[src/polyline_normal_index_builder_core_defines.svh]
// Assertion macros used by the direction unit of the polyline normal index builder.
`ifndef POLYLINE_NORMAL_INDEX_BUILDER_CORE_DEFINES_SVH
`define POLYLINE_NORMAL_INDEX_BUILDER_CORE_DEFINES_SVH

// Same-cycle implication, disabled while reset is active.
`define NIB_ASSERT_IMP(label, clk, rst_n, ante, cons, msg) \
    label: assert property (@(posedge clk) disable iff (!rst_n) (ante) |-> (cons)) \
        else $error(msg);

// Next-cycle implication, disabled while reset is active.
`define NIB_ASSERT_NXT(label, clk, rst_n, ante, cons, msg) \
    label: assert property (@(posedge clk) disable iff (!rst_n) (ante) |=> (cons)) \
        else $error(msg);

`endif

[src/nib_pkg.sv]
// Package with widths, constants and shared types of the polyline normal index builder.
package nib_pkg;

    localparam int COORD_WIDTH_DEF = 32;
    localparam int BUNDLE_BITS_DEF = 16;

    localparam int BUNDLE_W   = 16;
    localparam int INDEX_W    = 32;
    localparam int DIR_W      = 16;
    localparam int NORM_BITS  = 24;
    localparam int ACC_W      = 2 * NORM_BITS + 2;
    localparam int SQRT_STEPS = NORM_BITS + 1;
    localparam int Q_BITS     = 15;
    localparam int CNT_W      = $clog2(SQRT_STEPS);
    localparam int ONE_Q14    = 16384;

    typedef struct packed {
        logic start;
    } t_dir_ctl;

    typedef struct packed {
        logic done;
        logic degenerate;
    } t_dir_sts;

    typedef struct packed {
        logic [INDEX_W-1:0]      vertex_index;
        logic signed [DIR_W-1:0] dir_x;
        logic signed [DIR_W-1:0] dir_y;
        logic signed [DIR_W-1:0] dir_z;
        logic [BUNDLE_W-1:0]     colour;
        logic                    restart_after;
        logic                    degenerate;
        logic                    last;
    } t_result;

endpackage

[src/nib_dir_unit.sv]
// Iterative unit that turns a segment into a Q1.14 unit direction on one shared subtractor.
`include "polyline_normal_index_builder_core_defines.svh"

module nib_dir_unit import nib_pkg::*; #(
    parameter int COORD_WIDTH = COORD_WIDTH_DEF
) (
    input  logic                    i_clk,
    input  logic                    i_rst_n,
    input  t_dir_ctl                i_ctl,
    input  logic [COORD_WIDTH-1:0]  i_px,
    input  logic [COORD_WIDTH-1:0]  i_py,
    input  logic [COORD_WIDTH-1:0]  i_pz,
    input  logic [COORD_WIDTH-1:0]  i_hx,
    input  logic [COORD_WIDTH-1:0]  i_hy,
    input  logic [COORD_WIDTH-1:0]  i_hz,
    output t_dir_sts                o_sts,
    output logic signed [DIR_W-1:0] o_dir_x,
    output logic signed [DIR_W-1:0] o_dir_y,
    output logic signed [DIR_W-1:0] o_dir_z
);

    localparam int DW = COORD_WIDTH + 1;
    localparam int MW = (DW > NORM_BITS + 1) ? DW : NORM_BITS + 1;

    typedef enum logic [6:0] {
        S_IDLE = 7'b0000001,
        S_NORM = 7'b0000010,
        S_MUL  = 7'b0000100,
        S_SQRT = 7'b0001000,
        S_DLD  = 7'b0010000,
        S_DIV  = 7'b0100000,
        S_DST  = 7'b1000000
    } t_dir_state;

    t_dir_state r_state;
    logic [CNT_W-1:0] r_cnt;
    logic [1:0] r_k;
    logic [MW-1:0] r_mag_x, r_mag_y, r_mag_z;
    logic r_sgn_x, r_sgn_y, r_sgn_z;
    logic [2*NORM_BITS-1:0] r_prod;
    logic [ACC_W-1:0] r_acc, r_rem, r_root, r_bit, r_dsh;
    logic [Q_BITS-1:0] r_q;
    logic signed [DIR_W-1:0] r_dir_x, r_dir_y, r_dir_z;
    logic r_deg;
    logic r_done;

    logic [DW-1:0] w_dx, w_dy, w_dz;
    logic [DW-1:0] w_ax, w_ay, w_az;
    logic w_zero, w_hi, w_lo;
    logic [1:0] w_sel;
    logic [NORM_BITS-1:0] w_pick;
    logic w_pick_sgn;
    logic [ACC_W-1:0] w_opa, w_opb;
    logic [ACC_W:0] w_diff;
    logic w_ge;
    logic [DIR_W-1:0] w_qs, w_dir;

    assign w_dx = {i_px[COORD_WIDTH-1], i_px} - {i_hx[COORD_WIDTH-1], i_hx};
    assign w_dy = {i_py[COORD_WIDTH-1], i_py} - {i_hy[COORD_WIDTH-1], i_hy};
    assign w_dz = {i_pz[COORD_WIDTH-1], i_pz} - {i_hz[COORD_WIDTH-1], i_hz};
    assign w_ax = w_dx[DW-1] ? (~w_dx + 1'b1) : w_dx;
    assign w_ay = w_dy[DW-1] ? (~w_dy + 1'b1) : w_dy;
    assign w_az = w_dz[DW-1] ? (~w_dz + 1'b1) : w_dz;
    assign w_zero = (w_dx == '0) && (w_dy == '0) && (w_dz == '0);

    assign w_hi = |{r_mag_x[MW-1:NORM_BITS], r_mag_y[MW-1:NORM_BITS],
                    r_mag_z[MW-1:NORM_BITS]};
    assign w_lo = ~|{r_mag_x[MW-1:NORM_BITS-1], r_mag_y[MW-1:NORM_BITS-1],
                     r_mag_z[MW-1:NORM_BITS-1]};

    assign w_sel = (r_state == S_MUL) ? r_cnt[1:0] : r_k;

    always_comb begin
        case (w_sel)
            2'd0: begin
                w_pick     = r_mag_x[NORM_BITS-1:0];
                w_pick_sgn = r_sgn_x;
            end
            2'd1: begin
                w_pick     = r_mag_y[NORM_BITS-1:0];
                w_pick_sgn = r_sgn_y;
            end
            default: begin
                w_pick     = r_mag_z[NORM_BITS-1:0];
                w_pick_sgn = r_sgn_z;
            end
        endcase
    end

    // The one subtract-and-compare shared by the square root and the divisions.
    always_comb begin
        w_opa = '0;
        w_opb = '0;
        if (r_state == S_SQRT) begin
            w_opa = r_rem;
            w_opb = r_root + r_bit;
        end else if (r_state == S_DIV) begin
            w_opa = r_rem;
            w_opb = r_dsh;
        end
    end

    assign w_diff = {1'b0, w_opa} - {1'b0, w_opb};
    assign w_ge   = ~w_diff[ACC_W];

    assign w_qs  = {1'b0, r_q};
    assign w_dir = w_pick_sgn ? (~w_qs + 1'b1) : w_qs;

    always_ff @(posedge i_clk) begin
        if (!i_rst_n) begin
            r_state <= S_IDLE;
            r_done  <= 1'b0;
            r_cnt   <= '0;
            r_k     <= '0;
        end else begin
            r_done <= 1'b0;
            unique case (r_state)
                S_IDLE: begin
                    if (i_ctl.start) begin
                        if (w_zero) begin
                            r_dir_x <= '0;
                            r_dir_y <= '0;
                            r_dir_z <= '0;
                            r_deg   <= 1'b1;
                            r_done  <= 1'b1;
                        end else begin
                            r_mag_x <= MW'(w_ax);
                            r_mag_y <= MW'(w_ay);
                            r_mag_z <= MW'(w_az);
                            r_sgn_x <= w_dx[DW-1];
                            r_sgn_y <= w_dy[DW-1];
                            r_sgn_z <= w_dz[DW-1];
                            r_state <= S_NORM;
                        end
                    end
                end
                S_NORM: begin
                    if (w_hi) begin
                        r_mag_x <= r_mag_x >> 1;
                        r_mag_y <= r_mag_y >> 1;
                        r_mag_z <= r_mag_z >> 1;
                    end else if (w_lo) begin
                        r_mag_x <= r_mag_x << 1;
                        r_mag_y <= r_mag_y << 1;
                        r_mag_z <= r_mag_z << 1;
                    end else begin
                        r_cnt   <= '0;
                        r_state <= S_MUL;
                    end
                end
                S_MUL: begin
                    r_prod <= w_pick * w_pick;
                    if (r_cnt == '0) begin
                        r_acc <= '0;
                    end else begin
                        r_acc <= r_acc + ACC_W'(r_prod);
                    end
                    if (r_cnt == CNT_W'(3)) begin
                        r_rem   <= r_acc + ACC_W'(r_prod);
                        r_root  <= '0;
                        r_bit   <= ACC_W'(1) << (2 * (SQRT_STEPS - 1));
                        r_cnt   <= '0;
                        r_state <= S_SQRT;
                    end else begin
                        r_cnt <= r_cnt + 1'b1;
                    end
                end
                S_SQRT: begin
                    if (w_ge) begin
                        r_rem  <= w_diff[ACC_W-1:0];
                        r_root <= (r_root >> 1) + r_bit;
                    end else begin
                        r_root <= r_root >> 1;
                    end
                    r_bit <= r_bit >> 2;
                    if (r_cnt == CNT_W'(SQRT_STEPS - 1)) begin
                        r_k     <= '0;
                        r_state <= S_DLD;
                    end else begin
                        r_cnt <= r_cnt + 1'b1;
                    end
                end
                S_DLD: begin
                    r_rem   <= (ACC_W'(w_pick) << (Q_BITS - 1)) + (r_root >> 1);
                    r_dsh   <= r_root << (Q_BITS - 1);
                    r_q     <= '0;
                    r_cnt   <= '0;
                    r_state <= S_DIV;
                end
                S_DIV: begin
                    if (w_ge) begin
                        r_rem <= w_diff[ACC_W-1:0];
                    end
                    r_q   <= {r_q[Q_BITS-2:0], w_ge};
                    r_dsh <= r_dsh >> 1;
                    if (r_cnt == CNT_W'(Q_BITS - 1)) begin
                        r_state <= S_DST;
                    end else begin
                        r_cnt <= r_cnt + 1'b1;
                    end
                end
                S_DST: begin
                    case (r_k)
                        2'd0:    r_dir_x <= w_dir;
                        2'd1:    r_dir_y <= w_dir;
                        default: r_dir_z <= w_dir;
                    endcase
                    if (r_k == 2'd2) begin
                        r_deg   <= 1'b0;
                        r_done  <= 1'b1;
                        r_state <= S_IDLE;
                    end else begin
                        r_k     <= r_k + 1'b1;
                        r_state <= S_DLD;
                    end
                end
                default: r_state <= S_IDLE;
            endcase
        end
    end

    assign o_sts.done       = r_done;
    assign o_sts.degenerate = r_deg;
    assign o_dir_x          = r_dir_x;
    assign o_dir_y          = r_dir_y;
    assign o_dir_z          = r_dir_z;

    `NIB_ASSERT_IMP(a_start_idle, i_clk, i_rst_n, i_ctl.start, r_state == S_IDLE, "start while busy")
    `NIB_ASSERT_NXT(a_done_pulse, i_clk, i_rst_n, r_done, !r_done && (r_state == S_IDLE), "done held")
    `NIB_ASSERT_IMP(a_deg_zero, i_clk, i_rst_n, r_done && r_deg, (r_dir_x == '0) && (r_dir_y == '0) && (r_dir_z == '0), "degenerate direction not zero")
    `NIB_ASSERT_IMP(a_dir_range, i_clk, i_rst_n, r_done && !r_deg, (r_dir_x <= ONE_Q14) && (r_dir_x >= -ONE_Q14) && (r_dir_y <= ONE_Q14) && (r_dir_y >= -ONE_Q14) && (r_dir_z <= ONE_Q14) && (r_dir_z >= -ONE_Q14), "direction out of range")

endmodule

[config.mk]
export PLATFORM = sky130hd
export DESIGN_NAME = nib_dir_unit
export DESIGN_NICKNAME = d
export VERILOG_FILES = /design/src/nib_pkg.sv /design/src/nib_dir_unit.sv
export VERILOG_INCLUDE_DIRS = /design/src /design/src/src
export SDC_FILE = /design/constraint.sdc
export NUM_CORES = 2
export LEC_CHECK = 0
export BUFFER_PORTS_ARGS = -buffer_cell sky130_fd_sc_hd__buf_2
export CAP_MARGIN = 15
export CORE_AREA = 5 5 393 395
export DETAILED_ROUTE_END_ITERATION = 8
export DIE_AREA = 0 0 398 400
export GPL_TIMING_DRIVEN = 0
export PLACE_DENSITY = 0.59
export SETUP_SLACK_MARGIN = 0.02
export SYNTH_ARGS = -nofsm -noshare
export SYNTH_HDL_FRONTEND = slang
export SYNTH_SLANG_ARGS = --single-unit
[constraint.sdc]
create_clock -name i_clk -period 21.4 [get_ports i_clk]
set_input_delay 6.42 -clock i_clk [delete_from_list [all_inputs] [get_ports i_clk]]
set_output_delay 6.42 -clock i_clk [all_outputs]
set_load 0.02 [all_outputs]
After elaboration in Yosys (flattened, before gate mapping)
Index checks and enable logic that the tools add are counted.
- bits of input ports: 195
- logic and storage cells: 174
- flip-flop bits (word level): 479
- multiplexer cells: 70
- add/sub/neg operators: 14
- reductions and logical operators: 32
- bitwise logic cells: 6
- equal/unequal tests: 30
- multiply operators: 1
- operators with widths (operator ; count):
    2-to-1 mux 33 bit ; 15
    2-to-1 mux 50 bit ; 9
    one-hot mux 50 bit (2 select lines) ; 3
    one-hot mux 33 bit (2 select lines) ; 3
    one-hot mux 50 bit (3 select lines) ; 1
    adder 33 x 1 -> 33 bit, second input constant ; 3
    zero test 33 bit ; 3
    inverter 33 bit ; 3
    subtractor 32 x 32 -> 33 bit ; 3
    2-to-1 mux 16 bit ; 6
    one-hot mux 16 bit (2 select lines) ; 3
    subtractor 50 x 50 -> 51 bit ; 1
    adder 38 x 49 -> 50 bit ; 1
    adder 49 x 50 -> 50 bit ; 1
    adder 50 x 48 -> 50 bit ; 1
    adder 50 bit ; 1
    2-to-1 mux 7 bit ; 7
    one-hot mux 7 bit (7 select lines) ; 1
    multiplier 24 x 24 -> 48 bit ; 1
    one-hot mux 24 bit (2 select lines) ; 1
    2-to-1 mux 5 bit ; 6
    one-hot mux 15 bit (2 select lines) ; 1
    AND reduction 5 bit ; 6
    OR reduction 30 bit ; 1
    37 further kinds ; 72

Logic depth before layout (Yosys ltp)
- word-level depth: 7
- mapped depth: 38
- depth with buffers taken out: 37

Least setup slack after synthesis
OpenSTA, ideal clock, no wires.
- kind: in2reg
- start: input i_px[0]
- end: register r_mag_x[0], enable pin
- library setup time: 0.467 ns
- slack: 9.192 ns
- data arrival time: 11.741 ns
- path buffers: 0
- stages: 17
- cells stage by stage: inv_1 > ha_1 > inv_1 > fa_1 > a211oi_1 > o21ai_1 > nand4_1 > o21ai_1 > a41o_1 > a31o_2 > and4_1 > o41a_1 > inv_2 > nor3_1 > nand4_1 > o31a_1 > o2111a_1
- longest elaborated chain between the ends: 6
- RTL lines (element ; RTL line ; source):
    start, declared ; nib_dir_unit.sv:10 ; input logic [COORD_WIDTH-1:0] i_px,
    subtractor 32 x 32 -> 33 bit ; nib_dir_unit.sv:58 ; assign w_dx = {i_px[COORD_WIDTH-1], i_px} - {i_hx[COORD_WIDTH-1], i_hx};
    zero test 33 bit ; nib_dir_unit.sv:64 ; assign w_zero = (w_dx == '0) && (w_dy == '0) && (w_dz == '0);
    logical AND 1 bit (2 in a row) ; nib_dir_unit.sv:64 ;
    != test 2 bit (no source line) ; -- ;
    AND reduction 5 bit (no source line) ; -- ;
    end signal, assigned ; nib_dir_unit.sv:127 ; r_mag_x <= MW'(w_ax);
    end signal, assigned ; nib_dir_unit.sv:139 ; r_mag_x <= r_mag_x >> 1;
    end signal, assigned ; nib_dir_unit.sv:143 ; r_mag_x <= r_mag_x << 1;
    end, declared ; nib_dir_unit.sv:38 ; logic [MW-1:0] r_mag_x, r_mag_y, r_mag_z;
No other way between the ends.
A chain may end at the register's enable or synchronous reset.

Worst setup path in the final report
- start: register r_state[6]
- end: register r_prod[46], data pin
- longest elaborated chain between the ends: 5
- RTL lines (element ; RTL line ; source):
    start, declared ; nib_dir_unit.sv:35 ; t_dir_state r_state;
    start signal, assigned ; nib_dir_unit.sv:111 ; r_state <= S_IDLE;
    start signal, assigned ; nib_dir_unit.sv:133 ; r_state <= S_NORM;
    start signal, assigned ; nib_dir_unit.sv:148 ; r_state <= S_MUL;
    == test 7 x 3 -> 1 bit (*) ; nib_dir_unit.sv:71 ; assign w_sel = (r_state == S_MUL) ? r_cnt[1:0] : r_k;
    2-to-1 mux 2 bit (*) ; nib_dir_unit.sv:71 ;
    == test 2 x 1 -> 1 bit / zero test 2 bit (equally long branches) ; nib_dir_unit.sv:74 ; case (w_sel)
    one-hot mux 24 bit (2 select lines) (*) ; nib_dir_unit.sv:74 ;
    multiplier 24 x 24 -> 48 bit (*) ; nib_dir_unit.sv:152 ; r_prod <= w_pick * w_pick;
    end signal, assigned ; nib_dir_unit.sv:152 ;
    end, declared ; nib_dir_unit.sv:40 ; logic [2*NORM_BITS-1:0] r_prod;
Every way passes the cells marked *; elsewhere a longest branch is shown, timed or not.

==> flow_metrics.tcl <==
set metrics [dict create \
    die_x_um 398 \
    hold_slack_ns 0.518 \
    grt_max_degree 70 \
    dieHeight_um 400 \
    hold_class "register to register" \
    io_buffer_count 244 \
    cts_resized 0 \
    cts_setup_buffers 0 \
    max_stage_delay_ns 0.83 \
    grt_pass1_vias 43900 \
    cts.sinks 453 \
    wirelength_um 162000 \
    fin_crit_sh_pct 56.0 \
    slew_headroom_pct 14.7 \
    place_hpwl_um 130000 \
    fin_nets 7304 \
    core-area_mm2 0.151 \
    worst_pin_slew_ns 1.28 \
    ys_ff_latch 453 \
    htreeDepth 2 \
    hold_viol_final 0 \
    finish.instance_area_mm2 0.0581 \
    antenna_found_initial 3 \
    gp_congestion 0.929 \
    ctsHoldBuffers 0 \
    clk_pin_slew_ns 0.07 \
    cts_root_buf "clkbuf_16" \
    rows 143 \
    skew_ns 0.0185 \
    setup_viol 0 \
    drt_iter0_markers 3351 \
    synth_edf_count 438 \
    max_freq_mhz 83.4 \
    post_drt_wl_per_cell_um 19.5 \
    drive_above_1_share_pct 6.44 \
    crit_slowest_cell "clkinv_1" \
    synth.distinct_cells 102 \
    seq_area_frac_synth_pct 25.7 \
    syn-instance-count 5926 \
    placed_area_mm2 0.0564 \
    overflow 0 \
    syn_nets 6996 \
    synthFlopType "edfxtp_1" \
    async_flop_share_pct 0 \
    via_per_inst 5.31 \
    fin_tns_setup_ns 0 \
    clk_latency_ns 0.61 \
    cp-end-kind "register" \
    cap_violations 0 \
    area_delta_synth_final_pct 10.9 \
    crit_arrival_ns 12.33 \
    dieArea_mm2 0.159 \
    start_util_pct 34.7 \
    grt_pass1_wl_um 251000 \
    slew_violations 0 \
    track_usage_pct 19.9 \
    cp_max_fo 11 \
    synth_area_mm2 0.0524 \
    yosys_warnings 0 \
    clockBufferDepth 3 \
    vias 44100 \
    cp-start-kind "register" \
    required_ns 21.75 \
    status "finished clean" \
    drcViolationCount 0 \
    critPathKind "register to register" \
    cts_made_buffers 51 \
    cts_tree "done" \
    cp_common_cell "fa_1" \
    final.min_clock_period_ns 11.98 \
    synth_area_per_cell_um2 8.84 \
    antenna_left 0 \
    ios 245 \
    rsz0062_at_grt "false" \
    first_pass_iters 5 \
]
==> Yosys cell counts, types with 127 or more instances <==
cell	number	share of area [%]
clkbuf_1	192	1.4
nand2_1	647	4.6
o21ai_0	229	2.2
a21oi_1	376	3.6
fa_1	427	16
and2_1	127	1.5
inv_1	750	5.4
ha_1	448	11
nor2_1	545	3.9
xor2_1	154	2.6
edfxtp_1	438	25
a31oi_1	155	1.9
xnor2_1	261	4.4
==> registers in the layout, indices dropped and copies added (netlist names), 2 cells and up <==
name	count
r_cnt	5
r_prod	47
o_dir_z	16
r_q	15
r_acc	50
o_dir_y	16
r_state	7
r_dsh	50
r_k	2
r_mag_z	33
r_rem	50
r_mag_y	33
r_bit	25
r_mag_x	33
o_dir_x	16
r_root	50
==> metal layers <==
metal | GRT usage (%) | wire (µm)
met5 | 0 | 0
met4 | 5.50 | 5160
met3 | 2.50 | 9860
met2 | 33.4 | 75400
met1 | 27.0 | 71500
==> cells in the final DEF, fill, tap and decap left out, types with 29 or more instances in the layout <==
cell and count:
a211oi_1 44, a21boi_0 48, a21o_1 116, a21oi_1 376, a31oi_1 155, and2_1 126
and3_1 51, buf_2 251, clkbuf_1 199, clkbuf_16 53, edfxtp_1 438, fa_1 427
ha_1 448, inv_1 750, nand2_1 647, nand2b_1 45, nand3_1 68, nand4_1 33
nor2_1 545, nor2b_1 75, nor3_1 75, o21a_1 59, o21ai_0 228, o21bai_1 50
o31ai_1 29, or3_1 45, xnor2_1 261, xor2_1 154
==> layout make-up <==
class	instances	area (µm²)
Antenna cell	1	2.50
Buffer	217	835
Clock buffer	60	1350
Clock inverter	29	367
Fill cell	15300	92700
Inverter	758	2850
Multi-Input combinational cell	4498	35300
Sequential cell	453	13500
Tap cell	2030	2540
Timing Repair Buffer	255	1410
==> metrics by stage <==
step / instances / worst slack, ns / util, %
4_1_cts: 8298 / 8.94 / 38.5
5_1_grt: 8300 / 8.94 / 38.5
2_1_floorplan: 5926 / 9.19 / -
3_5_place_dp: 8209 / 8.97 / 37.4
3_3_place_gp: 8200 / 6.52 / 37.2
6_report: 8301 / 9.42 / 38.5
==> path summary, 6_finish.rpt <==
kind | startpoint | to | slack [ns] | depth (start not counted)
setup / recovery | r_state[6] | r_prod[46] | 9.42 | 32
hold / removal | r_dsh[45] | r_dsh[44] | 0.52 | 2
setup reg to reg | r_state[6] | r_prod[46] | 9.42 | 32
hold reg to reg | r_dsh[45] | r_dsh[44] | 0.52 | 2
==> worst max-delay path: cells and delay by family (launching register included) <==
| family | cells | cell delay [ns] |
|---|---|---|
| fa+ha+maj | 8 | 3.99 |
| compound gates | 8 | 2.96 |
| simple gates | 10 | 2.52 |
| buf+inv | 5 | 1.68 |
| flops | 1 | 0.35 |
| xor+xnor | 1 | 0.16 |
==> logic make-up after synthesis <==
logic type	count (synthesis)	synth area share, %
AO/OA/AOI/OAI	1380	17.1
XOR/XNOR	415	6.93
adder cells (fa/ha/maj)	875	27.0
buffers and inverters	975	7.02
flip-flops	453	25.7
multiplexers	15	0.289
AND/OR/NAND/NOR	1813	16.0
Power is not shown: default switching activity piles up to over one toggle a cycle in this logic, so the estimate is an artifact.
